`src/design/sss_pkg.sv`:
```
`timescale 1ns / 1ps
`default_nettype none
// ----------------------------------------------------------------------------
// sss_pkg: shared types and constants for the stack with sorted successor
// Command codes, status codes, the query word passed along the cell chain
// and the shift controls that move entries between neighboring cells.
// ----------------------------------------------------------------------------
package sss_pkg;

  localparam int DATA_W        = 32;
  localparam int DEPTH_DEFAULT = 16;
  localparam int S_TDATA_W     = 40;
  localparam int M_TDATA_W     = 40;

  typedef enum logic [2:0] {
    OP_PUSH     = 3'd0,
    OP_POP      = 3'd1,
    OP_PEEK     = 3'd2,
    OP_CLEAR    = 3'd3,
    OP_SEARCH   = 3'd4,
    OP_SMALLEST = 3'd5,
    OP_NEXT     = 3'd6,
    OP_NONE     = 3'd7
  } opcode_t;

  typedef enum logic [1:0] {
    STAT_OK    = 2'd0,
    STAT_EMPTY = 2'd1,
    STAT_FULL  = 2'd2
  } status_t;

  typedef enum logic {
    ST_IDLE = 1'b0,
    ST_SCAN = 1'b1
  } state_t;

  // Partial query answer handed from one cell to the next.
  typedef struct packed {
    logic              hit;
    logic [DATA_W-1:0] value;
  } query_t;

  // Shift controls broadcast to every cell.
  typedef struct packed {
    logic push;
    logic pop;
  } shift_t;

endpackage
`default_nettype wire

```
`src/design/stack_with_sorted_successor.sv`:
```
`timescale 1ns / 1ps
`default_nettype none
// Push, pop, peek, clear and the unused code finish in the accept cycle; the
// word is on the output in the cycle after acceptance.
// Search, smallest and next greater pass a query word down the chain of
// DEPTH cells, one cell per cycle; the result word is registered from the
// last cell once the pass is done. One command is worked on at a time.
// Reset empties the store (fill count zero) and drops any pending output word.
// ----------------------------------------------------------------------------
// stack_with_sorted_successor: bounded LIFO store with ordered queries
// A chain of cells holds the stack, top in cell 0. Queries run through the
// chain as a systolic pass; search sets hit, the others take the least match.
// ----------------------------------------------------------------------------
module stack_with_sorted_successor #(
  parameter int DEPTH = sss_pkg::DEPTH_DEFAULT
) (
  input  wire logic                          clk,
  input  wire logic                          rst,
  input  wire logic                          s_axis_tvalid,
  output logic                               s_axis_tready,
  // Fields from bit 0: opcode[2:0], operand[34:3], zero fill [39:35].
  input  wire logic [sss_pkg::S_TDATA_W-1:0] s_axis_tdata,
  output logic                               m_axis_tvalid,
  input  wire logic                          m_axis_tready,
  // Fields from bit 0: result_value[31:0], hit[32], status[34:33], zero fill.
  output logic [sss_pkg::M_TDATA_W-1:0]      m_axis_tdata
);
  import sss_pkg::*;

  localparam int CNT_W = $clog2(DEPTH + 1);

  state_t              state, state_next;
  logic [CNT_W-1:0]    count, count_next;
  logic [CNT_W-1:0]    scan_cnt;
  opcode_t             q_op;
  logic [DATA_W-1:0]   q_arg;
  logic [DATA_W-1:0]   out_value;
  logic                out_hit;
  status_t             out_status;

  opcode_t             in_op;
  logic [DATA_W-1:0]   in_operand;
  logic                accept, is_query, out_free, scan_done, scan_load;
  shift_t              ctrl;
  logic [DATA_W-1:0]   res_value;
  logic                res_hit;
  status_t             res_status;

  logic [DATA_W-1:0]   cell_entry [DEPTH];
  query_t              cell_q     [DEPTH];

  assign in_op      = opcode_t'(s_axis_tdata[2:0]);
  assign in_operand = s_axis_tdata[DATA_W+2:3];
  assign accept     = s_axis_tvalid && s_axis_tready;
  assign out_free   = !m_axis_tvalid || m_axis_tready;
  assign scan_done  = (scan_cnt == CNT_W'(DEPTH));

  always_comb begin
    case (in_op) inside
      OP_SEARCH, OP_SMALLEST, OP_NEXT: is_query = 1'b1;
      default:                         is_query = 1'b0;
    endcase
  end

  // Next state.
  always_comb begin
    state_next = state;
    case (state)
      ST_IDLE: begin
        if (accept && is_query) begin
          state_next = ST_SCAN;
        end
      end
      ST_SCAN: begin
        if (scan_done && out_free) begin
          state_next = ST_IDLE;
        end
      end
      default: state_next = ST_IDLE;
    endcase
  end

  // Controller outputs.
  always_comb begin
    s_axis_tready = (state == ST_IDLE) && out_free;
    scan_load     = (state == ST_SCAN) && scan_done && out_free;
  end

  // Commands that finish at once, and the shift they cause.
  always_comb begin
    ctrl       = '0;
    count_next = count;
    res_value  = '0;
    res_hit    = 1'b0;
    res_status = STAT_OK;
    case (in_op)
      OP_PUSH: begin
        if (count == CNT_W'(DEPTH)) begin
          res_status = STAT_FULL;
        end else begin
          ctrl.push  = accept;
          count_next = count + CNT_W'(1);
        end
      end
      OP_POP: begin
        if (count == '0) begin
          res_status = STAT_EMPTY;
        end else begin
          ctrl.pop   = accept;
          count_next = count - CNT_W'(1);
        end
      end
      OP_PEEK: begin
        if (count == '0) begin
          res_status = STAT_EMPTY;
        end else begin
          res_value = cell_entry[0];
          res_hit   = 1'b1;
        end
      end
      OP_CLEAR: count_next = '0;
      default: count_next = count;
    endcase
  end

  // Control registers.
  always_ff @(posedge clk) begin
    if (rst) begin
      state         <= ST_IDLE;
      count         <= '0;
      scan_cnt      <= '0;
      m_axis_tvalid <= 1'b0;
    end else begin
      state <= state_next;
      if (accept) begin
        count <= count_next;
      end
      if (accept && is_query) begin
        scan_cnt <= '0;
      end else if (!scan_done) begin
        scan_cnt <= scan_cnt + CNT_W'(1);
      end
      if ((accept && !is_query) || scan_load) begin
        m_axis_tvalid <= 1'b1;
      end else if (m_axis_tready) begin
        m_axis_tvalid <= 1'b0;
      end
    end
  end

  // Query operands and the output word.
  always_ff @(posedge clk) begin
    if (accept && is_query) begin
      q_op  <= in_op;
      q_arg <= in_operand;
    end
    if (accept && !is_query) begin
      out_value  <= res_value;
      out_hit    <= res_hit;
      out_status <= res_status;
    end else if (scan_load) begin
      out_value  <= cell_q[DEPTH-1].value;
      out_hit    <= cell_q[DEPTH-1].hit;
      out_status <= STAT_OK;
    end
  end

  assign m_axis_tdata = {(M_TDATA_W - DATA_W - 3)'(0), out_status, out_hit, out_value};

  // Chain of cells, top of the stack in cell 0.
  for (genvar i = 0; i < DEPTH; i++) begin : g_cell
    logic [DATA_W-1:0] push_src, pop_src;
    query_t            q_src;
    logic              occ;

    if (i == 0) begin : g_first
      assign push_src = in_operand;
      assign q_src    = '0;
    end else begin : g_rest
      assign push_src = cell_entry[i-1];
      assign q_src    = cell_q[i-1];
    end

    if (i == DEPTH - 1) begin : g_last
      assign pop_src = cell_entry[i];
    end else begin : g_inner
      assign pop_src = cell_entry[i+1];
    end

    assign occ = (CNT_W'(i) < count);

    sss_cell u_cell (
      .clk      (clk),
      .ctrl     (ctrl),
      .push_in  (push_src),
      .pop_in   (pop_src),
      .occupied (occ),
      .q_op     (q_op),
      .q_arg    (q_arg),
      .q_in     (q_src),
      .q_out    (cell_q[i]),
      .entry    (cell_entry[i])
    );
  end

endmodule
`default_nettype wire

```
`src/design/sss_cell.sv`:
```
`timescale 1ns / 1ps
`default_nettype none
// ----------------------------------------------------------------------------
// sss_cell: one storage cell of the stack chain
// Holds one entry, shifts it toward the bottom on push and toward the top
// on pop, and folds its entry into the query word passing through it.
// ----------------------------------------------------------------------------
module sss_cell (
  input  wire logic                       clk,
  input  wire sss_pkg::shift_t            ctrl,
  input  wire logic [sss_pkg::DATA_W-1:0] push_in,
  input  wire logic [sss_pkg::DATA_W-1:0] pop_in,
  input  wire logic                       occupied,
  input  wire sss_pkg::opcode_t           q_op,
  input  wire logic [sss_pkg::DATA_W-1:0] q_arg,
  input  wire sss_pkg::query_t            q_in,
  output sss_pkg::query_t                 q_out,
  output logic [sss_pkg::DATA_W-1:0]      entry
);
  import sss_pkg::*;

  query_t q_next;
  logic   take;

  // Entry register: a push takes the value above, a pop the value below.
  always_ff @(posedge clk) begin
    if (ctrl.push) begin
      entry <= push_in;
    end else if (ctrl.pop) begin
      entry <= pop_in;
    end
  end

  // Fold this cell's entry into the running answer.
  always_comb begin
    q_next = q_in;
    take   = 1'b0;
    case (q_op)
      OP_SEARCH: begin
        if (occupied && (entry == q_arg)) begin
          q_next.hit = 1'b1;
        end
      end
      OP_SMALLEST: begin
        take = occupied && (!q_in.hit || ($signed(entry) < $signed(q_in.value)));
      end
      OP_NEXT: begin
        take = occupied && ($signed(entry) > $signed(q_arg)) &&
               (!q_in.hit || ($signed(entry) < $signed(q_in.value)));
      end
      default: begin
        q_next = q_in;
      end
    endcase
    if (take) begin
      q_next.hit   = 1'b1;
      q_next.value = entry;
    end
  end

  // Stage register toward the next cell.
  always_ff @(posedge clk) begin
    q_out <= q_next;
  end

endmodule
`default_nettype wire
```
`config.mk`:
```
export PLATFORM = sky130hd
export DESIGN_NAME = stack_with_sorted_successor
export DESIGN_NICKNAME = d
export VERILOG_FILES = /design/src/design/sss_pkg.sv /design/src/design/stack_with_sorted_successor.sv /design/src/design/sss_cell.sv
export SDC_FILE = /design/constraint.sdc
export NUM_CORES = 2
export LEC_CHECK = 0
export ABC_AREA = 0
export BUFFER_PORTS_ARGS = -buffer_cell sky130_fd_sc_hd__buf_2
export CAP_MARGIN = 15
export CORE_AREA = 4 4 727 368
export DETAILED_ROUTE_END_ITERATION = 10
export DIE_AREA = 0 0 731 372
export GPL_TIMING_DRIVEN = 1
export HOLD_SLACK_MARGIN = 0.06
export PLACE_DENSITY_LB_ADDON = 0.08
export SYNTH_ARGS = -nofsm -noshare
export SYNTH_HDL_FRONTEND = slang
export SYNTH_SLANG_ARGS = --single-unit
```
`constraint.sdc`:
```
create_clock -name clk -period 19.9 [get_ports clk]
set_input_delay 3.98 -clock clk [delete_from_list [all_inputs] [get_ports clk]]
set_output_delay 3.98 -clock clk [all_outputs]
set_load 0.01 [all_outputs]
```
# Word-level counts from Yosys, hierarchy flattened
# Index checks and enable logic that the tools add are counted.
# totals
reg_bits,1122
inputBits,44
out_inout_bits,42
elab_cells,369
# classes
muxes,119
reduce_logical,113
n_bitwise,1
magnitude_cmp,47
addsub,3
eq_ne,29
# op_table
op,n
2-to-1 mux 32 bit,49
== test 32 bit,16
> comparator 32 bit,16
< comparator 32 bit,15
logical AND 1 bit,69
2-to-1 mux 1 bit,46
< comparator 4 x 5 -> 1 bit (first input constant),8
one-hot mux 1 bit (2 select lines),17
< comparator 3 x 5 -> 1 bit (first input constant),4
== test 3 bit (second input constant),6
zero test 1 bit,17
logical OR 1 bit,17
one-hot mux 5 bit (3 select lines),1
adder 5 x 1 -> 5 bit (second input constant),2
== test 5 bit (second input constant),2
< comparator 1 x 5 -> 1 bit (first input constant),2
< comparator 2 x 5 -> 1 bit (first input constant),2
2-to-1 mux 5 bit,2
== test 3 x 2 -> 1 bit (second input constant),2
2-to-1 mux 2 bit,3
nonzero test 2 bit,3
zero test 5 bit,1
subtractor 5 x 1 -> 5 bit (second input constant),1
inequality test 2 bit (second input constant),2
other kinds (8),9

# Logic depth before layout (Yosys ltp)
# depth
depth_word,8
depth_mapped,12
depth_no_buf,10

# Cells and area by module
# From an unflattened synthesis, not the netlist that was laid out.
# hier_totals
hier_cells,6183
area_unflattened_um2,70699.1
# modules_own_cells
module,cells_per_inst,seq_area_each_um2,area_per_inst_um2,n_inst
sss_cell,371,1621.6,4204.0,16
stack_with_sorted_successor,247,2342.2,3434.5,1

# Worst setup path before layout
# No wires, ideal clock.
# synth_timing
path_kind,in2reg
from,in m_axis_tready
to,reg g_cell[0].u_cell.entry[0] in the netlist's numbering (enable)
slack_ps,3134
path_buffers,4
t_arrival_ps,15884
stages,10
t_required_ps,19018
setup_ps,882
cell_sequence,nand2b_1 -> and2_1 -> clkbuf_1 -> nand2_1 -> or2_1 -> clkbuf_1 -> nor4b_1 -> buf_2 -> buf_2 -> a41o_1
# synth_via
elab_chain_cells,6
word_cells_on_any_way,8
classes_between,mux: 4; reduce/logical: 4
# synth_lines
element,line_no,text
from (decl),stack_with_sorted_successor.sv:24,"input wire logic m_axis_tready,"
logical OR 1 bit *,stack_with_sorted_successor.sv:55,assign out_free = !m_axis_tvalid || m_axis_tready;
logical AND 1 bit *,stack_with_sorted_successor.sv:85,s_axis_tready = (state == ST_IDLE) && out_free;
net s_axis_tready,stack_with_sorted_successor.sv:20,"output logic s_axis_tready,"
logical AND 1 bit *,stack_with_sorted_successor.sv:54,assign accept = s_axis_tvalid && s_axis_tready;
"2-to-1 mux 1 bit, on equally long branches","stack_with_sorted_successor.sv:106, stack_with_sorted_successor.sv:98",
2-to-1 mux 1 bit,stack_with_sorted_successor.sv:96,case (in_op)
nonzero test 2 bit (no line) *,n/a,
to (signal assigned),sss_cell.sv:28,entry <= push_in;
to (signal assigned),sss_cell.sv:30,entry <= pop_in;
to (decl),sss_cell.sv:18,output logic [sss_pkg::DATA_W-1:0] entry
# Mark *: on every way through the listed nets, which the timed path passes. The rest lies on a longest branch.
# A chain may end at the register's enable or synchronous reset.

# Worst setup path after layout
# layout_timing
from,in m_axis_tready
to,out s_axis_tready
# layout_via
elab_chain_cells,2
# layout_lines
element,line_no
logical OR 1 bit,stack_with_sorted_successor.sv:55
logical AND 1 bit,stack_with_sorted_successor.sv:85
to (decl),stack_with_sorted_successor.sv:20
# Every way passes these cells.

==> impl_metrics.csv <==
group,metric,value,unit
run_status,status,"finished clean",
final_layout,nFillCells,26880,
floorplanning,dieWidth,731,um
yosys,yosysWarnings,0,
clock_tree,clk-insertion-delay-late,0.74,ns
worst_setup_path,r2r_end,"g_cell[8].u_cell.q_out[18]",
worst_setup_path,r2r_start,"q_arg[23]",
timing,skew,0.02230,ns
global_route,overflow,0,
floorplanning,core,0.2614,sq mm
final_layout,drive_gt1_share,22.97,%
yosys,syn-instance-count,5579,
final_layout,final_cells,9341,
power,ir_drop,67.00,uV
timing,rsz0062_at_grt,"no",
floorplanning,die_y,372,um
floorplanning,initial_utilization,24.91,%
worst_setup_path,crit_start,"m_axis_tready",
detailed_routing,num_vias,44560,
detailed_routing,post_drt_wl_per_cell,27.30,um
clock_tree,cts_setup_buffers,0,
floorplanning,design.die.area,0.2719,sq mm
yosys,yosysSeqAreaShare,43.44,%
detailed_routing,ant_nets,0,
floorplanning,io_pins,86,
worst_setup_path,cp.required,15.92,ns
clock_tree,cts_tree,"done",
clock_tree,cts.htree.levels,3,
global_route,grt_pass1_wl,352400,um
detailed_routing,wirelength,255000,um
clock_tree,cts.sinks,1122,
global_route,grtUsageMet1,33.13,%
timing,fin_crit_sh,43.65,%
final_layout,mostFrequentLayoutCell,"ha_1",
timing,finalSetupViolCount,0,
clock_tree,clkTransAtPathRegs,0.06,ns
final_layout,multi_input_area,0.03404,sq mm
floorplanning,core.rowCount,133,
detailed_routing,viasPerCell,4.770,
worst_setup_path,cp.depth,4,
worst_setup_path,path_max_fanout,4,
yosys,ys_ff_latch,1122,
worst_setup_path,crit_path_end_kind,"primary output",
placement,dp_hpwl,198800,um
detailed_routing,drt_iter0_markers,4110,
global_route,grt.total_usage,18.36,%
worst_hold_path,hp-class,"reg2reg",
clock_tree,cts_buffer_depth,3,
timing,fmax,0.1151,GHz
final_layout,area_delta_synth_final,13.22,%
worst_setup_path,cp-endpoint,"s_axis_tready",
timing,slew_viol_final,0,
worst_setup_path,cp_num_buf_inv,2,
clock_tree,cts_root_buf,"clkbuf_16",
worst_setup_path,r2r_cells,12,
worst_setup_path,cp_data_arrival_time,4.71,ns
final_layout,final_nets,6753,
final_layout,layout_common_cells,"983 x ha_1, 871 x mux2_2, 582 x edfxtp_1, 558 x inv_1, 540 x dfxtp_1",
placement,port-buffer-count,75,
worst_setup_path,cp_top_family,"simple AND/OR/NAND/NOR gates",
clock_tree,cts_hold_buf,0,
job,maxCapViolations,0,
final_layout,regArea,0.02829,sq mm
global_route,gr-usage-met2,20.58,%
power,leakage,26.32,nW
placement,numPlacedInstances,9120,
clock_tree,post_cts_resized,0,
timing,tightestPinTransition,1.334,ns
worst_setup_path,reg2reg_slack,14.37,ns
final_layout,design_area,0.07373,sq mm
placement,place_area,0.06996,sq mm
timing,slew-limit-headroom,10.54,%
timing,setup-tns-final,0,ns
yosys,synthFlopType,"edfxtp_1",
power,powerDensity,74.78,mW/mm^2
yosys,synthesis.area,0.06512,sq mm
worst_setup_path,path_class,"in2out",
yosys,async_reset_ff_share,0,%
worst_setup_path,critPathSlowestCell,"and2_1",
timing,layout_min_cycle_time,8.687,ns
global_route,grt_pass1_vias,42940,
detailed_routing,first_pass_iters,5,
timing,hold_viol_final,0,
detailed_routing,route.detailed.drc,0,
yosys,synth_edf_count,582,
yosys,synth_cell_type_count,83,
worst_setup_path,start_kind,"primary input",
global_route,antenna_found_initial,27,
global_route,groute.layer.met3.usage,3.670,%
yosys,syn_area_per_cell,11.67,sq um
clock_tree,cts_buffers,112,
global_route,grt.busiest_layer,"met1",
global_route,grt_max_degree,136,
worst_setup_path,crit_top_cell,"buf_2",
worst_setup_path,path_cells,"buf_2 > nand2b_1 > and2_1 > buf_2",
placement,place_congestion,0.8200,
worst_setup_path,slowest_delay,0.31,ns
==> worst min-delay path by stage <==
stage,depth (start not counted),slack (ns),from,to
after floorplan,1,0.41,g_cell[10].u_cell.q_out[32],g_cell[11].u_cell.q_out[32]
after global placement,2,0.45,g_cell[7].u_cell.q_out[32],g_cell[8].u_cell.q_out[32]
after detailed placement,1,0.45,g_cell[8].u_cell.q_out[13],g_cell[9].u_cell.q_out[13]
after CTS,1,0.47,g_cell[8].u_cell.q_out[13],g_cell[9].u_cell.q_out[13]
after global routing,1,0.49,g_cell[4].u_cell.q_out[32],g_cell[5].u_cell.q_out[32]
final,1,0.46,g_cell[8].u_cell.q_out[13],g_cell[9].u_cell.q_out[13]
==> metal layers <==
layer  vias up  part of all wire (%)
li1      21140                     -
met1     22210                    60
met2      1050                    32
met3       154                   6.7
met4         0                   1.1
met5         -                     0
==> registers in the layout, summed over array words and instances, names as in the netlist, 2 cells and up <==
signal,cells
q_arg,32
g_cell.u_cell.q_out,528
g_cell.u_cell.entry,512
q_op,3
out_status,2
out_value,32
scan_cnt,5
count,5
==> cell families (layout without fill, tap and decap cells) <==
kind of cell	after synthesis	after routing	synth area share [%]
xor gates and xnor gates	10	10	0.1345
other	1	12	0.005758
DFF	1122	1122	43.44
AOI/OAI and AO/OA	961	961	9.426
and+or+nand+nor	850	850	6.736
adders and majority gates	983	983	18.89
buffers and inverters	704	945	4.640
muxes	948	948	16.73
==> report_power, final <==
part / internal (mW) / switching [mW] / leakage, nW
registers: 2.54 / 0.0908 / 8.68
clock network: 1.24 / 1.04 / 1.84
logic: 0.248 / 0.359 / 15.8
==> Yosys cell counts, types with 34 or more instances <==
library cell | count | area [sq um]
mux2_4 | 60 | 900.9
inv_1 | 558 | 2095
nor2_1 | 117 | 439.2
edfxtp_1 | 582 | 17480
o21ai_0 | 196 | 980.9
dfxtp_1 | 540 | 10810
nand4_1 | 168 | 1051
buf_4 | 40 | 300.3
mux2_2 | 871 | 9808
clkbuf_1 | 39 | 146.4
nand2_1 | 228 | 855.8
a22o_1 | 34 | 297.8
a21oi_1 | 355 | 1777
buf_2 | 51 | 255.2
ha_1 | 983 | 12300
nand3_1 | 135 | 675.7
a21o_1 | 124 | 930.9
==> area by class of cell <==
type / instances / area share (%)
clock buffer: 157 / 4.407
timing repair buffer: 175 / 1.566
inverter: 558 / 2.841
multi-input combinational: 3757 / 46.17
tap: 3510 / 5.957
clock inverter: 55 / 0.6635
antenna: 7 / 0.02376
sequential: 1122 / 38.37
==> worst reg2reg max path, stage by stage, from the launching register on <==
cell and delay [ns]:
edfxtp_1 0.36, inv_1 0.36, buf_4 0.46, ha_1 0.26
nand4_1 0.37, nor4_1 0.86, buf_4 0.31, nand3_1 0.35
nand2_1 0.31, a21oi_1 0.13, nor3_1 0.20, a2111o_2 0.86
mux2_2 0.55
==> per-stage QoR <==
| step | hold slack [ns] | power [mW] | util [%] | worst slack [ns] |
|---|---|---|---|---|
| 6_report | 0.4644 | 5.514 | 28.20 | 11.21 |
| 3_5_place_dp | 0.4529 | 3.281 | 26.76 | 10.64 |
| 5_1_grt | 0.4891 | 5.763 | 28.20 | 11.19 |
| 3_3_place_gp | 0.4529 | 3.273 | 26.76 | 10.65 |
| 4_1_cts | 0.4676 | 5.580 | 28.19 | 11.23 |
| 2_1_floorplan | 0.4085 | 3.031 | - | 3.134 |
Note: power is estimated with default switching activity, not from simulation.
